## src/rtl/prb_pkg.sv

```systemverilog
// ----------------------------------------------------------------------------
// prb_pkg: shared types and constants for the packet reorder buffer
// Table geometry, operation codes and sequencer states.
// ----------------------------------------------------------------------------
package prb_pkg;

  // Table geometry
  localparam int DEPTH     = 16;
  localparam int IDX_W     = $clog2(DEPTH);
  localparam int SLOT_W    = $clog2(DEPTH + 1);
  localparam int ID_W      = 32;
  localparam int KIND_W    = 3;
  localparam int SLOT_IN_W = 4;

  // Drain releases at most this many entries per transaction
  localparam int DRAIN_MAX = 16;
  localparam int REL_W     = $clog2(DRAIN_MAX + 1);

  // Slot index that reports "none free" or "not found"
  localparam logic [SLOT_W-1:0] SLOT_NONE = SLOT_W'(DEPTH);

  // Operation codes
  typedef enum logic [KIND_W-1:0] {
    K_INSERT     = 3'd0,
    K_FIND       = 3'd1,
    K_OLDEST     = 3'd2,
    K_NEXT_SEND  = 3'd3,
    K_UNMARK     = 3'd4,
    K_DRAIN      = 3'd5,
    K_CLEAR_SLOT = 3'd6,
    K_CLEAR_ALL  = 3'd7
  } kind_e;

  // Sequencer states
  typedef enum logic [1:0] {
    S_IDLE,
    S_SCAN,
    S_EMIT
  } state_e;

endpackage

```

## src/rtl/prb_if.sv

```systemverilog
// ----------------------------------------------------------------------------
// prb_in_if / prb_out_if: valid-ready channels of the packet reorder buffer
// Operation requests in, per-operation results out.
// ----------------------------------------------------------------------------
interface prb_in_if
  import prb_pkg::*;
();
  logic                 valid;
  logic                 ready;
  logic [KIND_W-1:0]    kind;
  logic [ID_W-1:0]      packet_id;
  logic [SLOT_IN_W-1:0] slot;
  logic                 mark_to_send;

  modport source (output valid, kind, packet_id, slot, mark_to_send, input ready);
  modport sink   (input valid, kind, packet_id, slot, mark_to_send, output ready);
endinterface

interface prb_out_if
  import prb_pkg::*;
();
  logic              valid;
  logic              ready;
  logic [SLOT_W-1:0] slot_index;
  logic [ID_W-1:0]   out_id;
  logic              found;
  logic              last;

  modport source (output valid, slot_index, out_id, found, last, input ready);
  modport sink   (input valid, slot_index, out_id, found, last, output ready);
endinterface

```

## src/rtl/packet_reorder_buffer_unit.sv

```systemverilog
// ----------------------------------------------------------------------------
// packet_reorder_buffer_unit: slot table of packet IDs with valid/send marks
// One sequencer walks the slots with a single 32-bit compare unit to serve
// insert, find, oldest, next-to-send, unmark, drain and clear operations.
// ----------------------------------------------------------------------------
//  channel | dir | handshake      | payload
//  in_i    | in  | valid / ready  | kind, packet_id, slot, mark_to_send
//  out_o   | out | valid / ready  | slot_index, out_id, found, last
//
//  Insert and find scan slots from 0 and stop at the first hit. Oldest and
//  next-to-send scan all DEPTH slots. Unmark and clear slot address their slot
//  directly; clear all empties the table. Drain rescans from slot 0 after each
//  released entry, plus one final scan. Each result goes through the result
//  stage. in_i.ready is high only between transactions; out_o.ready low stalls
//  the sequencer in its result stage. Reset empties the table at once.
// ----------------------------------------------------------------------------
module packet_reorder_buffer_unit
  import prb_pkg::*;
(
  input  logic      clk_i,
  input  logic      rst_ni,
  prb_in_if.sink    in_i,
  prb_out_if.source out_o
);

  // Sequencer and operation context
  state_e            state_q, state_d;
  kind_e             kind_q, kind_d;
  logic [ID_W-1:0]   key_q, key_d;
  logic              mark_q, mark_d;
  logic [IDX_W-1:0]  idx_q, idx_d;
  logic [SLOT_W-1:0] best_slot_q, best_slot_d;
  logic [REL_W-1:0]  rel_q, rel_d;

  // Drain lookahead: one released entry waits until its successor is known
  logic              hold_vld_q, hold_vld_d;
  logic [SLOT_W-1:0] hold_slot_q, hold_slot_d;
  logic [ID_W-1:0]   hold_id_q, hold_id_d;

  // Pending result
  logic [SLOT_W-1:0] res_slot_q, res_slot_d;
  logic [ID_W-1:0]   res_id_q, res_id_d;
  logic              res_found_q, res_found_d;
  logic              res_last_q, res_last_d;

  // Output register
  logic              out_valid_q, out_valid_d;
  logic [SLOT_W-1:0] out_slot_q;
  logic [ID_W-1:0]   out_id_q;
  logic              out_found_q;
  logic              out_last_q;
  logic              out_load;

  // Slot table
  logic [DEPTH-1:0]  valid_q, valid_d;
  logic [DEPTH-1:0]  pending_q, pending_d;
  logic [ID_W-1:0]   entry_id_q [DEPTH];
  logic              id_we;

  // Shared compare unit on the addressed entry
  logic [ID_W-1:0]   e_id;
  logic              e_valid, e_pend;
  logic              id_eq, id_lt;
  logic              at_end, elig, in_accept;

  assign e_id    = entry_id_q[idx_q];
  assign e_valid = valid_q[idx_q];
  assign e_pend  = pending_q[idx_q];
  assign id_eq   = (e_id == key_q);
  assign id_lt   = (e_id < key_q);
  assign at_end  = (idx_q == IDX_W'(DEPTH - 1));
  assign elig    = e_valid && ((kind_q != K_NEXT_SEND) || e_pend);

  assign in_i.ready = (state_q == S_IDLE);
  assign in_accept  = in_i.valid && in_i.ready;
  assign out_load   = !out_valid_q || out_o.ready;

  // Next state and datapath
  always_comb begin
    state_d     = state_q;
    kind_d      = kind_q;
    key_d       = key_q;
    mark_d      = mark_q;
    idx_d       = idx_q;
    best_slot_d = best_slot_q;
    rel_d       = rel_q;
    hold_vld_d  = hold_vld_q;
    hold_slot_d = hold_slot_q;
    hold_id_d   = hold_id_q;
    res_slot_d  = res_slot_q;
    res_id_d    = res_id_q;
    res_found_d = res_found_q;
    res_last_d  = res_last_q;
    valid_d     = valid_q;
    pending_d   = pending_q;
    id_we       = 1'b0;
    out_valid_d = out_valid_q && !out_o.ready;

    case (state_q)
      S_IDLE: begin
        if (in_accept) begin
          kind_d      = kind_e'(in_i.kind);
          key_d       = (kind_e'(in_i.kind) == K_DRAIN) ? in_i.packet_id + 1'b1
                                                        : in_i.packet_id;
          mark_d      = in_i.mark_to_send;
          idx_d       = '0;
          best_slot_d = SLOT_NONE;
          rel_d       = '0;
          hold_vld_d  = 1'b0;
          res_slot_d  = SLOT_NONE;
          res_id_d    = '0;
          res_found_d = 1'b0;
          res_last_d  = 1'b1;
          state_d     = S_SCAN;
          // Slot operations address one entry directly
          if (kind_e'(in_i.kind) inside {K_UNMARK, K_CLEAR_SLOT}) begin
            if (int'(in_i.slot) < DEPTH) begin
              idx_d = IDX_W'(in_i.slot);
            end else begin
              state_d = S_EMIT;
            end
          end
        end
      end

      S_SCAN: begin
        case (kind_q)
          K_INSERT: begin
            // Take the first free slot
            if (!e_valid) begin
              id_we              = 1'b1;
              valid_d[idx_q]     = 1'b1;
              pending_d[idx_q]   = mark_q;
              res_slot_d         = SLOT_W'(idx_q);
              res_id_d           = key_q;
              res_found_d        = 1'b1;
              state_d            = S_EMIT;
            end else if (at_end) begin
              state_d = S_EMIT;
            end else begin
              idx_d = idx_q + 1'b1;
            end
          end

          K_FIND: begin
            if (e_valid && id_eq) begin
              res_slot_d  = SLOT_W'(idx_q);
              res_id_d    = key_q;
              res_found_d = 1'b1;
              state_d     = S_EMIT;
            end else if (at_end) begin
              state_d = S_EMIT;
            end else begin
              idx_d = idx_q + 1'b1;
            end
          end

          K_OLDEST, K_NEXT_SEND: begin
            // Keep the smallest eligible ID; ties keep the lower slot
            if (elig && ((best_slot_q == SLOT_NONE) || id_lt)) begin
              best_slot_d = SLOT_W'(idx_q);
              key_d       = e_id;
            end
            if (at_end) begin
              res_slot_d  = best_slot_d;
              res_found_d = (best_slot_d != SLOT_NONE);
              res_id_d    = (best_slot_d != SLOT_NONE) ? key_d : '0;
              state_d     = S_EMIT;
            end else begin
              idx_d = idx_q + 1'b1;
            end
          end

          K_UNMARK, K_CLEAR_SLOT: begin
            res_slot_d       = SLOT_W'(idx_q);
            res_id_d         = e_valid ? e_id : '0;
            res_found_d      = e_valid;
            pending_d[idx_q] = 1'b0;
            if (kind_q == K_CLEAR_SLOT) begin
              valid_d[idx_q] = 1'b0;
            end
            state_d = S_EMIT;
          end

          K_DRAIN: begin
            if ((rel_q != REL_W'(DRAIN_MAX)) && e_valid && id_eq) begin
              // Release this entry; flush the held one as a non-final result
              valid_d[idx_q]   = 1'b0;
              pending_d[idx_q] = 1'b0;
              if (hold_vld_q) begin
                res_slot_d  = hold_slot_q;
                res_id_d    = hold_id_q;
                res_found_d = 1'b1;
                res_last_d  = 1'b0;
                state_d     = S_EMIT;
              end
              hold_vld_d  = 1'b1;
              hold_slot_d = SLOT_W'(idx_q);
              hold_id_d   = key_q;
              key_d       = key_q + 1'b1;
              rel_d       = rel_q + 1'b1;
              idx_d       = '0;
            end else if (at_end || (rel_q == REL_W'(DRAIN_MAX))) begin
              // Run ends: held entry becomes the final result
              res_last_d = 1'b1;
              if (hold_vld_q) begin
                res_slot_d  = hold_slot_q;
                res_id_d    = hold_id_q;
                res_found_d = 1'b1;
              end else begin
                res_slot_d  = SLOT_NONE;
                res_id_d    = '0;
                res_found_d = 1'b0;
              end
              hold_vld_d = 1'b0;
              state_d    = S_EMIT;
            end else begin
              idx_d = idx_q + 1'b1;
            end
          end

          K_CLEAR_ALL: begin
            valid_d   = '0;
            pending_d = '0;
            state_d   = S_EMIT;
          end

          default: begin
            state_d = S_EMIT;
          end
        endcase
      end

      S_EMIT: begin
        // Hand the result to the output register when it has room
        if (out_load) begin
          out_valid_d = 1'b1;
          state_d     = res_last_q ? S_IDLE : S_SCAN;
        end
      end

      default: begin
        state_d = S_IDLE;
      end
    endcase
  end

  // Control state
  always_ff @(posedge clk_i or negedge rst_ni) begin
    if (!rst_ni) begin
      state_q     <= S_IDLE;
      out_valid_q <= 1'b0;
      valid_q     <= '0;
      pending_q   <= '0;
      hold_vld_q  <= 1'b0;
    end else begin
      state_q     <= state_d;
      out_valid_q <= out_valid_d;
      valid_q     <= valid_d;
      pending_q   <= pending_d;
      hold_vld_q  <= hold_vld_d;
    end
  end

  // Operation context and result payload
  always_ff @(posedge clk_i) begin
    kind_q      <= kind_d;
    key_q       <= key_d;
    mark_q      <= mark_d;
    idx_q       <= idx_d;
    best_slot_q <= best_slot_d;
    rel_q       <= rel_d;
    hold_slot_q <= hold_slot_d;
    hold_id_q   <= hold_id_d;
    res_slot_q  <= res_slot_d;
    res_id_q    <= res_id_d;
    res_found_q <= res_found_d;
    res_last_q  <= res_last_d;
    if ((state_q == S_EMIT) && out_load) begin
      out_slot_q  <= res_slot_q;
      out_id_q    <= res_id_q;
      out_found_q <= res_found_q;
      out_last_q  <= res_last_q;
    end
  end

  // ID storage: written only on insert
  always_ff @(posedge clk_i) begin
    if (id_we) begin
      entry_id_q[idx_q] <= key_q;
    end
  end

  assign out_o.valid      = out_valid_q;
  assign out_o.slot_index = out_slot_q;
  assign out_o.out_id     = out_id_q;
  assign out_o.found      = out_found_q;
  assign out_o.last       = out_last_q;

  // A pending mark never outlives its entry
  a_pending_in_valid: assert property (@(posedge clk_i) disable iff (!rst_ni)
    (pending_q & ~valid_q) == '0)
    else $error("pending mark set on an empty slot");

  // No new transaction is taken right after one is accepted
  a_busy_after_accept: assert property (@(posedge clk_i) disable iff (!rst_ni)
    in_accept |=> !in_i.ready)
    else $error("input accepted while an operation is in progress");

  // A successful insert reports a slot that now holds a valid entry
  a_insert_valid: assert property (@(posedge clk_i) disable iff (!rst_ni)
    (state_q == S_EMIT && kind_q == K_INSERT && res_found_q)
      |-> valid_q[res_slot_q[IDX_W-1:0]])
    else $error("insert result points at an empty slot");

endmodule
```

## src/flat_wrapper.sv

```systemverilog
// flat-port wrapper written by rule: the top's interface ports become plain ports
module packet_reorder_buffer_unit_flat import prb_pkg::*;
  (clk_i, rst_ni, in_i_valid, in_i_kind, in_i_packet_id, in_i_slot, in_i_mark_to_send, in_i_ready, out_o_valid, out_o_slot_index, out_o_out_id, out_o_found, out_o_last, out_o_ready);
  prb_in_if in_i_i ();
  prb_out_if out_o_i ();
  input  logic clk_i;
  input  logic rst_ni;
  input wire logic [$bits(in_i_i.valid)-1:0] in_i_valid;
  input wire logic [$bits(in_i_i.kind)-1:0] in_i_kind;
  input wire logic [$bits(in_i_i.packet_id)-1:0] in_i_packet_id;
  input wire logic [$bits(in_i_i.slot)-1:0] in_i_slot;
  input wire logic [$bits(in_i_i.mark_to_send)-1:0] in_i_mark_to_send;
  output wire logic [$bits(in_i_i.ready)-1:0] in_i_ready;
  output wire logic [$bits(out_o_i.valid)-1:0] out_o_valid;
  output wire logic [$bits(out_o_i.slot_index)-1:0] out_o_slot_index;
  output wire logic [$bits(out_o_i.out_id)-1:0] out_o_out_id;
  output wire logic [$bits(out_o_i.found)-1:0] out_o_found;
  output wire logic [$bits(out_o_i.last)-1:0] out_o_last;
  input wire logic [$bits(out_o_i.ready)-1:0] out_o_ready;
  assign in_i_i.valid = in_i_valid;
  assign in_i_i.kind = in_i_kind;
  assign in_i_i.packet_id = in_i_packet_id;
  assign in_i_i.slot = in_i_slot;
  assign in_i_i.mark_to_send = in_i_mark_to_send;
  assign in_i_ready = in_i_i.ready;
  assign out_o_valid = out_o_i.valid;
  assign out_o_slot_index = out_o_i.slot_index;
  assign out_o_out_id = out_o_i.out_id;
  assign out_o_found = out_o_i.found;
  assign out_o_last = out_o_i.last;
  assign out_o_i.ready = out_o_ready;
  packet_reorder_buffer_unit u_core (.clk_i(clk_i), .rst_ni(rst_ni), .in_i(in_i_i), .out_o(out_o_i));
endmodule
```

## config.mk

```make
export PLATFORM = sky130hd
export DESIGN_NAME = packet_reorder_buffer_unit_flat
export DESIGN_NICKNAME = d
export VERILOG_FILES = /design/src/rtl/prb_pkg.sv /design/src/rtl/prb_if.sv /design/src/rtl/packet_reorder_buffer_unit.sv /design/src/flat_wrapper.sv
export SDC_FILE = /design/constraint.sdc
export NUM_CORES = 1
export LEC_CHECK = 0
export BUFFER_PORTS_ARGS = -buffer_cell sky130_fd_sc_hd__buf_2
export CORE_ASPECT_RATIO = 1.4
export CORE_UTILIZATION = 43
export DETAILED_ROUTE_END_ITERATION = 6
export GPL_TIMING_DRIVEN = 0
export PLACE_DENSITY_LB_ADDON = 0.1
export SLEW_MARGIN = 20
export SYNTH_ARGS = -nofsm -noshare
export SYNTH_HDL_FRONTEND = slang
export SYNTH_SLANG_ARGS = --single-unit
```

## constraint.sdc

```tcl
create_clock -name clk_i -period 6.1 [get_ports clk_i]
set_input_delay 0.61 -clock clk_i [delete_from_list [all_inputs] [get_ports clk_i]]
set_output_delay 0.61 -clock clk_i [all_outputs]
set_load 0.02 [all_outputs]
```

# After elaboration in Yosys (flattened, before gate mapping)
# Memories as Yosys holds them, arrays and structs flattened. A register that Yosys moved wholly into a read port is not among the register bits.
# Index checks and enable logic that the tools add are counted.
dict set report word_totals {
  mem_bits_rw 512
  reg_bits 200
  out_inout_bits 41
  inputBits 44
  mem_count 1
}
dict set report classes {
  mux 99
  eq_ne 41
  n_addsub 4
  reduce_logical 35
  bitwise 4
  n_lt_le_gt_ge 3
}
# memory words word_bits read_ports rd_ports_with_merged_regs write_ports line
set memory_table {}
lappend memory_table {u_core.entry_id_q 16 32 1 1 1 packet_reorder_buffer_unit.sv:57} ;# logic [ID_W-1:0] entry_id_q [DEPTH];
# cell n
set op_table {}
lappend op_table {{$mux W32} 14}
lappend op_table {{$pmux W32 S2} 3}
lappend op_table {{$pmux W32 S5} 1}
lappend op_table {{$pmux W16 S4} 2}
lappend op_table {{$mux W16} 5}
lappend op_table {{$mux W5} 15}
lappend op_table {{$add A32 B1 Y32 const B} 2}
lappend op_table {{$and A16 B16 Y16} 2}
lappend op_table {{$eq A32 B32 Y1} 1}
lappend op_table {{$lt A32 B32 Y1} 1}
lappend op_table {{$mux W4} 8}
lappend op_table {{$pmux W5 S2} 3}
lappend op_table {{$mux W1} 27}
lappend op_table {{$pmux W5 S5} 1}
lappend op_table {{$eq A3 B3 Y1 const B} 7}
lappend op_table {{$ne A3 B2 Y1 const B} 7}
lappend op_table {{$reduce_and A4 Y1} 5}
lappend op_table {{$bwmux W16} 1}
lappend op_table {{$mux W2} 8}
lappend op_table {{$not A16 Y16} 1}
lappend op_table {{$or A16 B16 Y16} 1}
lappend op_table {{$pmux W4 S4} 1}
lappend op_table {{$eq A5 B5 Y1 const B} 2}
lappend op_table {{$ne A2 B1 Y1 const B} 5}
lappend op_table {{38 further kinds} 63}

# Longest topological paths before layout
dict set report depth {
  ltp_word 13
  mapped_depth 17
  ltp_nobuf 12
}

# Least setup slack after synthesis
# OpenSTA, ideal clock, no wires.
dict set report synth_path {
  path_kind {reg2reg}
  startpoint {register (tool-made name)}
  endpoint {register u_core.res_found_q (enable)}
  path_stages_with_launch 15
  required_ps 5612
  path_slack_ps -585
  setup_time_ps 488
  arrival_time_ps 6197
  path_cell_list {dfxtp_1 -> buf_2 -> buf_2 -> buf_2 -> mux4_2 -> a22oi_1 -> nand2_1 -> ha_1 -> nand4_1 -> nor4_1 -> nand3_1 -> a21oi_4 -> mux2i_1 -> nand3_1 -> nor3b_1}
}
# item line
set synth_lines {}
lappend synth_lines {{end signal, assigned} packet_reorder_buffer_unit.sv:277} ;# res_found_q <= res_found_d;
lappend synth_lines {{end, declared} packet_reorder_buffer_unit.sv:43} ;# logic res_found_q, res_found_d;

==> reports/metrics.yaml <==
placed_design:
  numPortBuffers: 84
  placed_area_mm2: 0.03335
  hpwl_mm: 63.61
  dp_slack_ps: -588.8
  numPlacedInstances: 2858
  place.gp.congestion: 0.9071
synthesis:
  syn-cell-area_mm2: 0.03075
  synth_edf_count: 676
  yosys.area.top_type: "edfxtp_1"
  synth.most_common_cell: "edfxtp_1"
  yosysUniqueCellTypes: 74
  synth-seq-area-share_pct: 69.20
  synth_top_area_share_pct: 66.01
  synthesis.nets: 1883
  synthFlopType: "edfxtp_1"
  postSynthCellCount: 1799
  synth-warning-count: 0
  synth-async-reset-ratio_pct: 5.028
  syn_avg_cell_area_um2: 17.09
  ys_seq_elements: 716
  synth_area_leaders: "edfxtp_1 (66%), mux4_2 (12%), dfrtp_1 (2.9%)"
  synth_common_cells: "edfxtp_1 (676), mux4_2 (161), nor2_1 (80)"
routing:
  wl_per_cell_um: 30.62
  ant_nets: 0
  drt-total-wl_mm: 91.44
  dr.pass1.iters: 7
  vias_per_cell: 6.065
  drc_errors: 0
  dr.first_iter.drc_count: 1986
  vias: 18110
die:
  start_util_pct: 43.62
  die_h_um: 318.4
  die_area_mm2: 0.07260
  design.core.area_mm2: 0.07051
  die_w_um: 228.0
  io_pins: 85
  rows: 115
run:
  cap_violations: 0
clock_tree:
  clkTransAtPathRegs_ps: 60
  hold_buffers: 0
  clkSinkCount: 716
  h-tree-depth: 3
  clkLatencyLatePin_ps: 640
  clk_path_buf_depth: 3
  root_buffer: "clkbuf_16"
  cts_tree: "built"
  numCtsBuffers: 71
power:
  power_frac_seq_pct: 41.8
  peakVddDrop_uv: 339.3
  p_sw_share_pct: 36.32
  intPower_mw: 11.59
  power.density_mw_per_mm2: 510.3
  pwr-share-clk_pct: 23.9
  p_total_mw: 18.20
  p_comb_share_pct: 34.3
  switching_power_mw: 6.610
  leakage_nw: 11.74
sta:
  slew_viol_final: 0
  fin_worst_skew_ps: 23.28
  fin_crit_sh_pct: 97.06
  fmax_mhz: 168.9
  final.min_clock_period_ps: 5920
  maxSlewHeadroom_pct: 22.92
  setup_viol: 0
  worst_pin_slew_ps: 1147
  fin_ws_ps: 179.6
  worst_hold_slack_ps: 89.97
  finalHoldViolations: 0
  rsz0062_at_grt: "false"
grt:
  groute.usage.overall_pct: 25.42
  grt_max_degree: 37
  grt_pass1_wl_mm: 131.1
  grt-ovfl-total: 0
  antenna_found_initial: 2
  grt_pass1_vias: 18570
critical_path:
  worst_setup_path_end_kind: "flop"
  cp-start-kind: "flop"
  path_class: "flop to flop"
  cp_data_required_time_ps: 6500
  crit_fanout: 10
  worst_ep_arrival_time_ps: 6320
cells_and_area:
  fin_area_mm2: 0.03566
  drive_gt1_share_pct: 23.08
  nets: 2081
  layoutNonFillerInstCount: 2986
  area_delta_synth_final_pct: 15.97
status:
  status: "complete, no violations"
hold_path:
  hold_class: "primary input to asynchronous set/reset pin"
==> through the flow <==
stage / util, % / setup TNS, ps
3_5_place_dp: 47.31 / -41680
5_1_grt: 50.58 / 0
3_3_place_gp: 45.88 / -423410
2_1_floorplan: - / 0
6_report: 50.58 / 0
4_1_cts: 50.54 / 0
==> cells in the final DEF (no fill, tap or decap), drive strengths merged, types with 36 or more instances in the layout <==
master  synthesis  layout
o21ai          80      80
xnor2          45      45
nand3          37      37
mux4          163     163
o22ai          57      57
edfxtp        676     676
buf            36     158
nor2           81      81
nand2          68      68
a21oi          67      67
mux2i          43      43
dfrtp          36      36
clkbuf         68     168
ha             40      40
inv            54      55
==> routing by layer <==
layer / vias up / routed length, um / track usage [%]
li1: 7685 / - / -
met1: 9577 / 35940 / 32.46
met2: 699 / 47240 / 44.11
met3: 145 / 5468 / 3.859
met4: 4 / 2764 / 8.799
met5: - / 30 / 0
==> cells by family (layout without fill, tap and decap cells) <==
logic type	count (synthesis)	after routing	share of synthesized area (%)
AND/OR/NAND/NOR	304	304	4.956
adder cells (fa/ha/maj)	56	56	2.148
multiplexers	212	212	13.63
AO/OA/AOI/OAI	295	295	6.172
XOR/XNOR	58	58	1.652
other	0	1	0
flip-flops	716	716	69.20
buffers and inverters	158	408	2.242
==> worst max-delay path, cell delays in order, from the launching register on <==
cell and delay (ps):
dfxtp_1 330, clkbuf_2 380, clkbuf_1 660, mux4_2 400
mux4_2 600, ha_1 350, nand4_1 250, nor4_2 540
nand3_1 360, a211o_1 470, a21oi_2 490, buf_4 310
a221oi_1 130, o22ai_1 390
==> power groups by stage <==
stage	clock network [mW]	registers [mW]	logic, mW
6_report	4.34	7.61	6.24
5_1_grt	4.59	7.71	6.68
4_1_cts	4.41	7.61	6.26
3_5_place_dp	0	7.71	6.22
3_3_place_gp	0	7.67	6.00
2_1_floorplan	0	7.39	3.97
==> what timing repair did <==
item,in CTS,in global routing
setup buffers,0,2
pin swaps,0,0
gates resized for setup,12,4
setup endpoints to repair,158,30
==> flip-flops by register name, indices dropped and copies added, names as in the netlist, 16 cells and up, named ones only <==
name and count:
u_core.entry_id_q 512, u_core.hold_id_q 32, u_core.key_q 32, u_core.out_o.out_id 32
u_core.res_id_q 32, u_core.valid_q 16
==> cell type report <==
cell class | instances | area [um^2]
plain buffers | 104 | 511.7
inverters | 54 | 202.7
clock inverters | 28 | 220.2
diodes | 1 | 2.502
repair buffers | 125 | 1272
clock buffers | 97 | 2032
fillers | 5944 | 34840
flip-flops and latches | 716 | 21280
well taps | 936 | 1171
multi-input cells | 925 | 8969
==> path summary, 6_finish.rpt <==
check / startpoint / endpoint / slack, ps / depth (start not counted)
setup reg to reg: flop / u_core.res_id_q[31] / 180 / 13
max in group asynchronous: rst_ni / u_core.state_q[1] / 5450 / 1
min in group clk_i: in_i_mark_to_send / u_core.mark_q / 160 / 1
hold / removal: rst_ni / asynchronous set/reset pin / 90 / 1
setup / recovery: flop / u_core.res_id_q[31] / 180 / 13
hold reg to reg: u_core.res_id_q[17] / u_core.out_o.out_id[17] / 410 / 0
Power figures use the tool's default switching activity.
